`src/sv/svf_coefficient_calculator_unit_macros.svh`:
```
// Assertion macros shared by the coefficient calculator modules.
// Expects clk and rst_n in the scope of each use.
`ifndef SVF_COEFFICIENT_CALCULATOR_UNIT_MACROS_SVH
`define SVF_COEFFICIENT_CALCULATOR_UNIT_MACROS_SVH

// Same-cycle implication, disabled during reset
`define SVFCC_ASSERT_IMP(name, ante, cons, msg) \
  name: assert property (@(posedge clk) disable iff (!rst_n) (ante) |-> (cons)) \
    else $error(msg);

// Next-cycle implication, disabled during reset
`define SVFCC_ASSERT_NXT(name, ante, cons, msg) \
  name: assert property (@(posedge clk) disable iff (!rst_n) (ante) |=> (cons)) \
    else $error(msg);

`endif

```
`src/sv/svfcc_pkg.sv`:
```
// Shared types and constants of the SVF coefficient calculator.
// No dependencies; imported by the interfaces and all modules but svfcc_ram.
package svfcc_pkg;

  // Field widths of the channels
  localparam int MODE_W  = 2;
  localparam int IDX_W   = 8;
  localparam int VAL_W   = 24;
  localparam int COEF_W  = 17;
  localparam int DAMP_W  = 18;

  // Item modes
  localparam logic [MODE_W-1:0] MODE_LOAD_GAIN = 2'd0;
  localparam logic [MODE_W-1:0] MODE_LOAD_DAMP = 2'd1;
  localparam logic [MODE_W-1:0] MODE_COMPUTE   = 2'd2;

  // Arithmetic sizing
  localparam int FRAC_W     = 16;               // Q16
  localparam int MUL_A_W    = 32;               // gain operand, widest gain
  localparam int DIGIT_W    = 16;               // multiplier digit per cycle
  localparam int MUL_DIGITS = 3;
  localparam int MUL_B_W    = DIGIT_W * MUL_DIGITS;
  localparam int HI_W       = MUL_A_W + 1;      // running upper partial sum
  localparam int SUM_W      = MUL_B_W + 1;
  localparam int DEN_W      = 50;               // 65536 + (g*(g+k) >> 16)
  localparam int DIV_STEPS  = COEF_W;           // quotient bits of 2^32 / den
  localparam int CNT_W      = 5;

  localparam logic [COEF_W-1:0] Q16_ONE       = 17'd65536;
  localparam logic [DAMP_W-1:0] PASS_DAMPING  = 18'd131072;
  localparam logic [DEN_W-1:0]  DEN_OFFSET    = 50'd65536;
  // 2^32 >> 17: first partial remainder, always below den
  localparam logic [DEN_W-1:0]  DIV_REM_INIT  = 50'd32768;

  // Datapath operations
  typedef enum logic [3:0] {
    OP_NONE,
    OP_PASS,
    OP_LATCH,
    OP_MUL,
    OP_DIV_SET,
    OP_DIV,
    OP_MUL2_SET,
    OP_MUL3_SET,
    OP_OUT
  } dp_op_t;

  // Controller to datapath
  typedef struct packed {
    dp_op_t op;
    logic   we_gain;
    logic   we_damp;
    logic   rd_en;
  } svfcc_cmd_t;

  // Datapath to controller
  typedef struct packed {
    logic step_last;
  } svfcc_sts_t;

endpackage

```
`src/sv/svfcc_ctrl.sv`:
```
// Controller: sequences table loads and the coefficient computation, owns
// the tables-ready register and the result valid. Depends on svfcc_pkg and the macros header.
`include "svf_coefficient_calculator_unit_macros.svh"

module svfcc_ctrl import svfcc_pkg::*; (
  input  logic              clk,
  input  logic              rst_n,
  input  logic              cfg_we,
  input  logic              cfg_wdata,
  input  logic              in_valid,
  input  logic [MODE_W-1:0] in_mode,
  output logic              in_ready,
  output logic              out_valid,
  input  logic              out_ready,
  output svfcc_cmd_t        cmd,
  input  svfcc_sts_t        sts
);

  typedef enum logic [9:0] {
    S_IDLE      = 10'b00_0000_0001,
    S_READ      = 10'b00_0000_0010,
    S_MUL1      = 10'b00_0000_0100,
    S_DIV_SET   = 10'b00_0000_1000,
    S_DIV       = 10'b00_0001_0000,
    S_MUL2_SET  = 10'b00_0010_0000,
    S_MUL2      = 10'b00_0100_0000,
    S_MUL3_SET  = 10'b00_1000_0000,
    S_MUL3      = 10'b01_0000_0000,
    S_FINISH    = 10'b10_0000_0000
  } state_t;

  state_t state_r, state_nxt;
  logic   tables_ready_r, tables_ready_nxt;
  logic   out_valid_r, out_valid_nxt;
  logic   in_xfer;
  logic   slot_free;

  assign in_ready  = (state_r == S_IDLE);
  assign in_xfer   = in_valid && in_ready;
  assign slot_free = !out_valid_r || out_ready;

  // Next state and datapath commands
  always_comb begin
    state_nxt   = state_r;
    cmd.op      = OP_NONE;
    cmd.we_gain = 1'b0;
    cmd.we_damp = 1'b0;
    cmd.rd_en   = 1'b0;
    unique case (state_r)
      S_IDLE: begin
        if (in_xfer) begin
          unique case (in_mode)
            MODE_LOAD_GAIN: cmd.we_gain = 1'b1;
            MODE_LOAD_DAMP: cmd.we_damp = 1'b1;
            MODE_COMPUTE: begin
              if (tables_ready_r) begin
                cmd.rd_en = 1'b1;
                state_nxt = S_READ;
              end else begin
                cmd.op    = OP_PASS;
                state_nxt = S_FINISH;
              end
            end
            default: begin
            end
          endcase
        end
      end
      S_READ: begin
        cmd.op    = OP_LATCH;
        state_nxt = S_MUL1;
      end
      S_MUL1: begin
        cmd.op = OP_MUL;
        if (sts.step_last) begin
          state_nxt = S_DIV_SET;
        end
      end
      S_DIV_SET: begin
        cmd.op    = OP_DIV_SET;
        state_nxt = S_DIV;
      end
      S_DIV: begin
        cmd.op = OP_DIV;
        if (sts.step_last) begin
          state_nxt = S_MUL2_SET;
        end
      end
      S_MUL2_SET: begin
        cmd.op    = OP_MUL2_SET;
        state_nxt = S_MUL2;
      end
      S_MUL2: begin
        cmd.op = OP_MUL;
        if (sts.step_last) begin
          state_nxt = S_MUL3_SET;
        end
      end
      S_MUL3_SET: begin
        cmd.op    = OP_MUL3_SET;
        state_nxt = S_MUL3;
      end
      S_MUL3: begin
        cmd.op = OP_MUL;
        if (sts.step_last) begin
          state_nxt = S_FINISH;
        end
      end
      S_FINISH: begin
        // wait for the output register to free up
        if (slot_free) begin
          cmd.op    = OP_OUT;
          state_nxt = S_IDLE;
        end
      end
      default: state_nxt = S_IDLE;
    endcase
  end

  assign tables_ready_nxt = cfg_we ? cfg_wdata : tables_ready_r;
  assign out_valid_nxt    = (out_valid_r && !out_ready) || (state_r == S_FINISH && slot_free);

  always_ff @(posedge clk) begin
    if (!rst_n) begin
      state_r        <= S_IDLE;
      tables_ready_r <= 1'b0;
      out_valid_r    <= 1'b0;
    end else begin
      state_r        <= state_nxt;
      tables_ready_r <= tables_ready_nxt;
      out_valid_r    <= out_valid_nxt;
    end
  end

  assign out_valid = out_valid_r;

  // Compute with loaded tables starts the table read
  `SVFCC_ASSERT_NXT(a_compute_reads, in_xfer && in_mode == MODE_COMPUTE && tables_ready_r, state_r == S_READ, "compute did not start table read")
  // Compute without tables goes straight to the result
  `SVFCC_ASSERT_NXT(a_compute_pass, in_xfer && in_mode == MODE_COMPUTE && !tables_ready_r, state_r == S_FINISH, "pass-through not taken")
  // A finished result waits while the output register is held
  `SVFCC_ASSERT_NXT(a_finish_holds, state_r == S_FINISH && out_valid_r && !out_ready, state_r == S_FINISH && out_valid_r, "result dropped under stall")

endmodule

```
`config.mk`:
```
export PLATFORM = sky130hd
export DESIGN_NAME = svfcc_ctrl
export DESIGN_NICKNAME = d
export VERILOG_FILES = /design/src/sv/svfcc_pkg.sv /design/src/sv/svfcc_ctrl.sv
export VERILOG_INCLUDE_DIRS = /design/src /design/src/sv
export SDC_FILE = /design/constraint.sdc
export NUM_CORES = 1
export LEC_CHECK = 0
export ABC_AREA = 1
export CELL_PAD_IN_SITES_DETAIL_PLACEMENT = 1
export CELL_PAD_IN_SITES_GLOBAL_PLACEMENT = 2
export CORE_MARGIN = 2
export CORE_UTILIZATION = 31
export CTS_CLUSTER_DIAMETER = 80
export DETAILED_ROUTE_END_ITERATION = 16
export DONT_BUFFER_PORTS = 1
export GPL_TIMING_DRIVEN = 0
export PLACE_DENSITY = 0.74
export SLEW_MARGIN = 0
export SYNTH_ARGS = -nofsm -noshare
export SYNTH_HDL_FRONTEND = slang
export SYNTH_SLANG_ARGS = --single-unit
```
`constraint.sdc`:
```
create_clock -name clk -period 1.6 [get_ports clk]
set_clock_uncertainty 0.2 [all_clocks]
set_input_delay 0.16 -clock clk [delete_from_list [all_inputs] [get_ports clk]]
set_output_delay 0.16 -clock clk [all_outputs]
set_load 0.01 [all_outputs]
```
==> impl_metrics.yaml, run 1 <==
detailed_routing:
  drt_iter0_drc: 10
  drtPass1Iterations: 4
  vias_per_cell: 4.979
  dr_total_vias: 966
  ant_nets: 0
  wl_per_cell_um: 15.32
  wl_um: 2973
  drc: 0
cells_and_area:
  mostFrequentLayoutCell: "inv_1"
  n_antenna_cell: 0
  finish.utilization_pct: 54.86
  finalInstanceArea_mm2: 0.001384
  fin_nets: 174
  nFillCells: 314
  final_cell_mix: "21 x inv_1, 19 x nor2_1, 16 x buf_4, 12 x nor2_4, 12 x nand2_1"
  drive_above_1_share_pct: 55.49
  syn_to_final_growth_pct: 64.34
timing:
  min_period_ns: 1.887
  tightest_slew_ns: 0.4822
  whs_ns: -0.1114
  setup_viol: 17
  fin_crit_sh_pct: 117.9
  fin_ws_ns: -0.2868
  rsz0062_at_grt: "yes"
  max-slew-margin-rel_pct: 67.85
  slew_violations: 0
  hold_viol: 1
  max_freq_mhz: 530.0
synth:
  muxShareOfSynthArea_pct: 0
  synth_seq_cells: 12
  synth_adder_area_share_pct: 0
  synthSimpleGateAreaFrac_pct: 53.64
  synthDistinctLibCells: 20
  ys_warn_count: 0
  syn_avg_cell_area_um2: 6.192
  ys_seq_area_share_pct: 28.53
  synth_compound_gate_area_share_pct: 4.458
  synth_xor_area_share_pct: 0
  syn-num-nets: 145
  syn_area_um2: 842.1
  netlist_instances: 136
  synth_top_family_by_area: "simple AND/OR/NAND/NOR gates"
worst_setup_path:
  required_ns: 1.24
  r2r_setup_slack_ns: -0.22
  worstPathArrival_ns: 1.53
  worstSetupEndpointType: "output pin"
  criticalPathCategory: "flip-flop to output pin"
  startpoint_type: "flip-flop"
  crit_path_max_fanout: 4
pwr:
  power_density_mw_per_mm2: 1857
  leakage_nw: 0.6554
  ir_drop_mv: 1.264
  total_power_w: 0.002570
clock_tree:
  clock_path_buffers: 2
  ctsHoldBuffers: 3
  clk_latency_ns: 0.30
  cts.sinks: 12
  cts_tree: "yes"
  htreeDepth: 1
  cts_buffers: 3
  clk_pin_slew_ns: 0.08
  ctsRootBufferMaster: "clkbuf_4"
placement:
  dp_slack_ns: -0.2505
  io_buffers: 0
  dp_hpwl_um: 1845
  gp_congestion: 0.7320
  place_area_um2: 879.6
global_routing:
  antenna_found_initial: 0
  grt_first_pass_wirelength_um: 4457
  grt_pass1_vias: 999
  grt_max_degree: 10
  grt-ovfl-total: 0
  grt_usage_pct: 18.16
die:
  core_mm2: 0.002522
  die_area_mm2: 0.003149
  start_util_pct: 33.38
  io_pins: 18
  die_h_um: 56.12
  die_w_um: 56.12
  num_rows: 18
status:
  status: "finished with violations"
  violations: "negative hold slack, negative setup slack"
min_path:
  hp-class: "primary input to flip-flop"
run:
  max-cap-violations: 0
==> Yosys cell counts (all sizes together) <==
cell type | number | share of area (%)
nand3 | 15 | 10
nand3b | 3 | 2.7
nor2 | 36 | 20
clkbuf | 1 | 0.45
o311ai | 1 | 1.0
nand4 | 2 | 1.5
nor3 | 3 | 2.4
dfxtp | 12 | 29
a21oi | 3 | 1.8
nand2 | 29 | 17
inv | 29 | 13
o21ai | 2 | 1.6
==> area by class of cell <==
| type | instances | area [um2] | area share [%] |
|---|---|---|---|
| inverter | 29 | 113.9 | 8.228 |
| timing repair buffer | 24 | 215.2 | 15.55 |
| clock buffer | 4 | 36.28 | 2.622 |
| tap | 30 | 37.54 | 2.712 |
| buffer | 1 | 3.754 | 0.2712 |
| multi-input combinational | 94 | 724.4 | 52.35 |
| sequential | 12 | 252.7 | 18.26 |
==> worst max-delay path, stage by stage (launching register included) <==
cell and delay [ns]:
dfxtp_4 0.37, nor2_4 0.17, inv_2 0.09, nor2_4 0.18, nand2_4 0.09, inv_4 0.07, nand3b_1 0.11, nor2_2 0.15
==> metrics by stage <==
step / TNS [ns] / instances
6_report: -3.069 / 194
5_1_grt: -4.756 / 194
4_1_cts: -2.559 / 186
3_5_place_dp: -2.069 / 166
3_3_place_gp: -1.904 / 166
2_1_floorplan: 0 / 136
==> report_power, final <==
| group | total [W] | switching [W] | internal, W |
|---|---|---|---|
| combinational | 0.00186 | 0.00107 | 0.000787 |
| sequential | 0.000447 | 0.0000749 | 0.000372 |
| clock | 0.000266 | 0.000127 | 0.000139 |
| total | 0.00257 | 0.00127 | 0.00130 |
==> path summary, 6_finish.rpt <==
| kind | end | start | depth (start not counted) |
|---|---|---|---|
| max | cmd[1] | state_r[9] | 7 |
| min | out_valid | out_ready | 3 |
| max reg2reg | state_r[9] | state_r[5] | 11 |
| min reg2reg | state_r[2] | state_r[2] | 2 |
==> sequential cells by signal (all words and copies together) (netlist names) <==
signal / cells
state_r: 10
tables_ready_r: 1
out_valid: 1
==> metal layers <==
layer / wire, um / vias to the layer above / global-route usage (%)
met1: 1242 / 469 / 21.35
met2: 1562 / 22 / 33.28
met3: 98 / 7 / 1.860
met4: 69 / 0 / 7.143
met5: 0 / - / 0
li1: - / 468 / -
==> what timing repair did <==
item	CTS	global route
hold endpoints to repair	6	1
resized for setup	36	36
setup endpoints to repair	17	17
setup buffers	13	8
pin swaps	13	12
==> cell families after synthesis <==
kind of cell	after synthesis
simple gates	88
buf+inv	30
flops	12
compound gates	6
Note: power is estimated with default switching activity, not from simulation.
==> inputs of run 2 (changes only) <==
--- a/config.mk
+++ b/config.mk
@@ -6,11 +6,10 @@
 export SDC_FILE = /design/constraint.sdc
 export NUM_CORES = 1
 export LEC_CHECK = 0
-export ABC_AREA = 1
 export CELL_PAD_IN_SITES_DETAIL_PLACEMENT = 1
 export CELL_PAD_IN_SITES_GLOBAL_PLACEMENT = 2
 export CORE_MARGIN = 2
-export CORE_UTILIZATION = 31
+export CORE_UTILIZATION = 34
 export CTS_CLUSTER_DIAMETER = 80
 export DETAILED_ROUTE_END_ITERATION = 16
 export DONT_BUFFER_PORTS = 1
==> impl_metrics.yaml, run 2 <==
cells_and_area:
  stdcell_count: 160
  fin_nets: 141
  drive_above_1_share_pct: 57.69
  regArea_um2: 269.0
  largest_reg_flops: 10
  multi_input_area_um2: 794.5
  mostFrequentLayoutCell: "buf_4"
  nFillCells: 276
  regMostFlops: "state_r"
  final_cell_mix: "20 x buf_4, 7 x nor2_1, 7 x dfxtp_4, 5 x a21oi_1"
  syn_to_final_growth_pct: 58.76
  n_antenna_cell: 0
detailed_routing:
  ant_nets: 0
  drt_iter0_drc: 20
  wl_per_cell_um: 20.35
  wl_um: 3256
  drc: 0
  vias_per_cell: 5.888
  drtPass1Iterations: 4
  dr_total_vias: 942
clock_tree:
  clk_latency_ns: 0.28
  cts_tree: "yes"
  clk_pin_slew_ns: 0.07
  ctsRootBufferMaster: "clkbuf_4"
  cts.sinks: 12
  cts_buffers: 3
  htreeDepth: 1
  clock_path_buffers: 2
status:
  violations: "negative setup slack"
  status: "finished with violations"
timing:
  max-slew-margin-rel_pct: 68.88
  fin_ws_ns: -0.5863
  min_period_ns: 2.186
  max_freq_mhz: 457.4
  fin_crit_sh_pct: 136.6
  setup_viol: 19
  hold_viol: 0
  rsz0062_at_grt: "yes"
  tightest_slew_ns: 0.4668
  slew_violations: 0
synth:
  synth_edf_count: 0
  synth_top_area_share_pct: 28.28
  netlist_instances: 107
  synthFlopType: "dfxtp_1"
  synthDistinctLibCells: 44
  synth_seq_cells: 12
  synth-async-reset-ratio_pct: 0
  synth_top_family_by_area: "simple AND/OR/NAND/NOR gates"
  synthSimpleGateAreaFrac_pct: 45.21
  synth_xor_area_share_pct: 2.062
  syn_avg_cell_area_um2: 7.940
  ys_warn_count: 0
  synth_area_leaders: "dfxtp_1 28%, nor2_1 5.3%, and4_1 4.1%"
  syn_area_um2: 849.6
  muxShareOfSynthArea_pct: 3.682
  yosysTopAreaCell: "dfxtp_1"
  syn-num-nets: 116
  ys_seq_area_share_pct: 28.28
  synth_adder_area_share_pct: 0
  synth_common_cells: "12 x dfxtp_1, 12 x nor2_1, 6 x nand2_1, 6 x nor3_1"
  synth_compound_gate_area_share_pct: 15.46
global_routing:
  top_usage_layer: "met2"
  grt_pass1_vias: 946
  grt_usage_pct: 23.07
  grt_use_met3_pct: 4.722
  grt_max_degree: 11
  grt-ovfl-total: 0
  antenna_found_initial: 0
  grtUsageMet2_pct: 38.62
  grt_first_pass_wirelength_um: 4678
  gr-usage-met1_pct: 29.93
worst_setup_path:
  crit_path_max_fanout: 9
  r2r-end: "state_r[3]"
  criticalPathCategory: "flip-flop to output pin"
  rr_worst_depth: 5
  reg2reg_from: "state_r[6]"
  cp_cell_sequence: "or3_1 -> nor4_2 -> a211o_1 -> nand3_2 -> o21ai_2"
  critical-path-max-stage-delay_ns: 0.48
  worstSetupEndpointType: "output pin"
  startpoint_type: "flip-flop"
  r2r_setup_slack_ns: -0.55
  required_ns: 1.24
  slowest_stage: "or3_1"
  worstPathArrival_ns: 1.83
pwr:
  leakage_nw: 0.5310
  power_density_mw_per_mm2: 688.0
  total_power_w: 0.0009279
  ir_drop_mv: 0.6500
die:
  core_mm2: 0.002432
  io_pins: 18
  num_rows: 18
  die_area_mm2: 0.002914
  die_w_um: 53.99
  die_h_um: 53.99
  start_util_pct: 34.93
min_path:
  worstHoldStart: "sts"
  holdPathEnd: "state_r[2]"
  hold_depth: 3
  hp-class: "primary input to flip-flop"
placement:
  io_buffers: 0
  gp_congestion: 0.7848
  dpl.cell_count: 137
  dp_hpwl_um: 1879
run:
  max-cap-violations: 0
[run 2: changes by cell type after synthesis, sizes merged, moves of 4 or more]
cell   delta
and4      +4
nor3      +4
nor2     -24
inv      -28
nand3    -10
buf       +4
o21ai     +5
nand2    -23
[run 2: what timing repair did]
item | in CTS | in global routing
gates resized for setup | 38 | 21
hold endpoints to repair | 8 | 0
hold buffers | 4 | 0
buffers inserted | 16 | 7
pin swaps | 15 | 14
setup endpoints to repair | 18 | 19
[run 2: cells by family after synthesis]
family	count (synthesis)
DFF	12
buffers and inverters	9
and+or+nand+nor	61
xor gates and xnor gates	2
muxes	3
AOI/OAI and AO/OA	20
[run 2: how the worst max path moves through the flow]
stage | cells after the start | start | to | slack (ns)
after floorplan | 6 | state_r[1] | state_r[3] | -0.49
after global placement | 6 | state_r[4] | state_r[0] | -0.69
after detailed placement | 6 | state_r[4] | state_r[0] | -0.67
after CTS | 5 | state_r[5] | state_r[3] | -0.57
after global routing | 5 | state_r[9] | cmd[4] | -0.64
final | 5 | state_r[9] | cmd[4] | -0.59
[run 2: final cells by class]
cell class / count / area share (%)
clock buffer: 3 / 1.670
timing repair buffer: 27 / 16.14
inverter: 1 / 0.2783
buffer: 1 / 0.2783
multi-input combinational: 86 / 58.91
sequential: 12 / 19.94
tap: 30 / 2.783
[run 2: layer usage]
layer / up-vias / part of all wire (%)
met5: - / 0
met4: 0 / 3.1
met3: 11 / 4.4
met2: 34 / 49
met1: 449 / 43
li1: 448 / -
[run 2: critical path, delay by kind of cell, from the launching register on]
kind / cells / cell delay (ns)
AND/OR/NAND/NOR: 3 / 0.88
flip-flops: 1 / 0.40
AO/OA/AOI/OAI: 2 / 0.27
[run 2: through the flow]
step                hold WS (ns)  worst slack [ns]  TNS, ns  area [um2]  util (%)
global placement         0.08224           -0.6918   -9.230       958.4     39.40
CTS                      0.05396           -0.5651   -7.566        1219     50.10
global route             0.08526           -0.6393   -8.464        1349     55.45
floorplan                0.07775           -0.4927   -4.913       920.9         -
detailed placement       0.09449           -0.6682   -9.191       958.4     39.40
finish                   0.04283           -0.5863   -7.302        1349     55.45
[run 2: report_power, final]
| part | internal (W) | total (W) | leakage, nW | switching [W] |
|---|---|---|---|---|
| combinational | 0.000188 | 0.000386 | 0.414 | 0.000199 |
| clock | 0.0000873 | 0.000194 | 0.0138 | 0.000106 |
| sequential | 0.000307 | 0.000348 | 0.103 | 0.0000411 |
| total | 0.000582 | 0.000928 | 0.531 | 0.000346 |
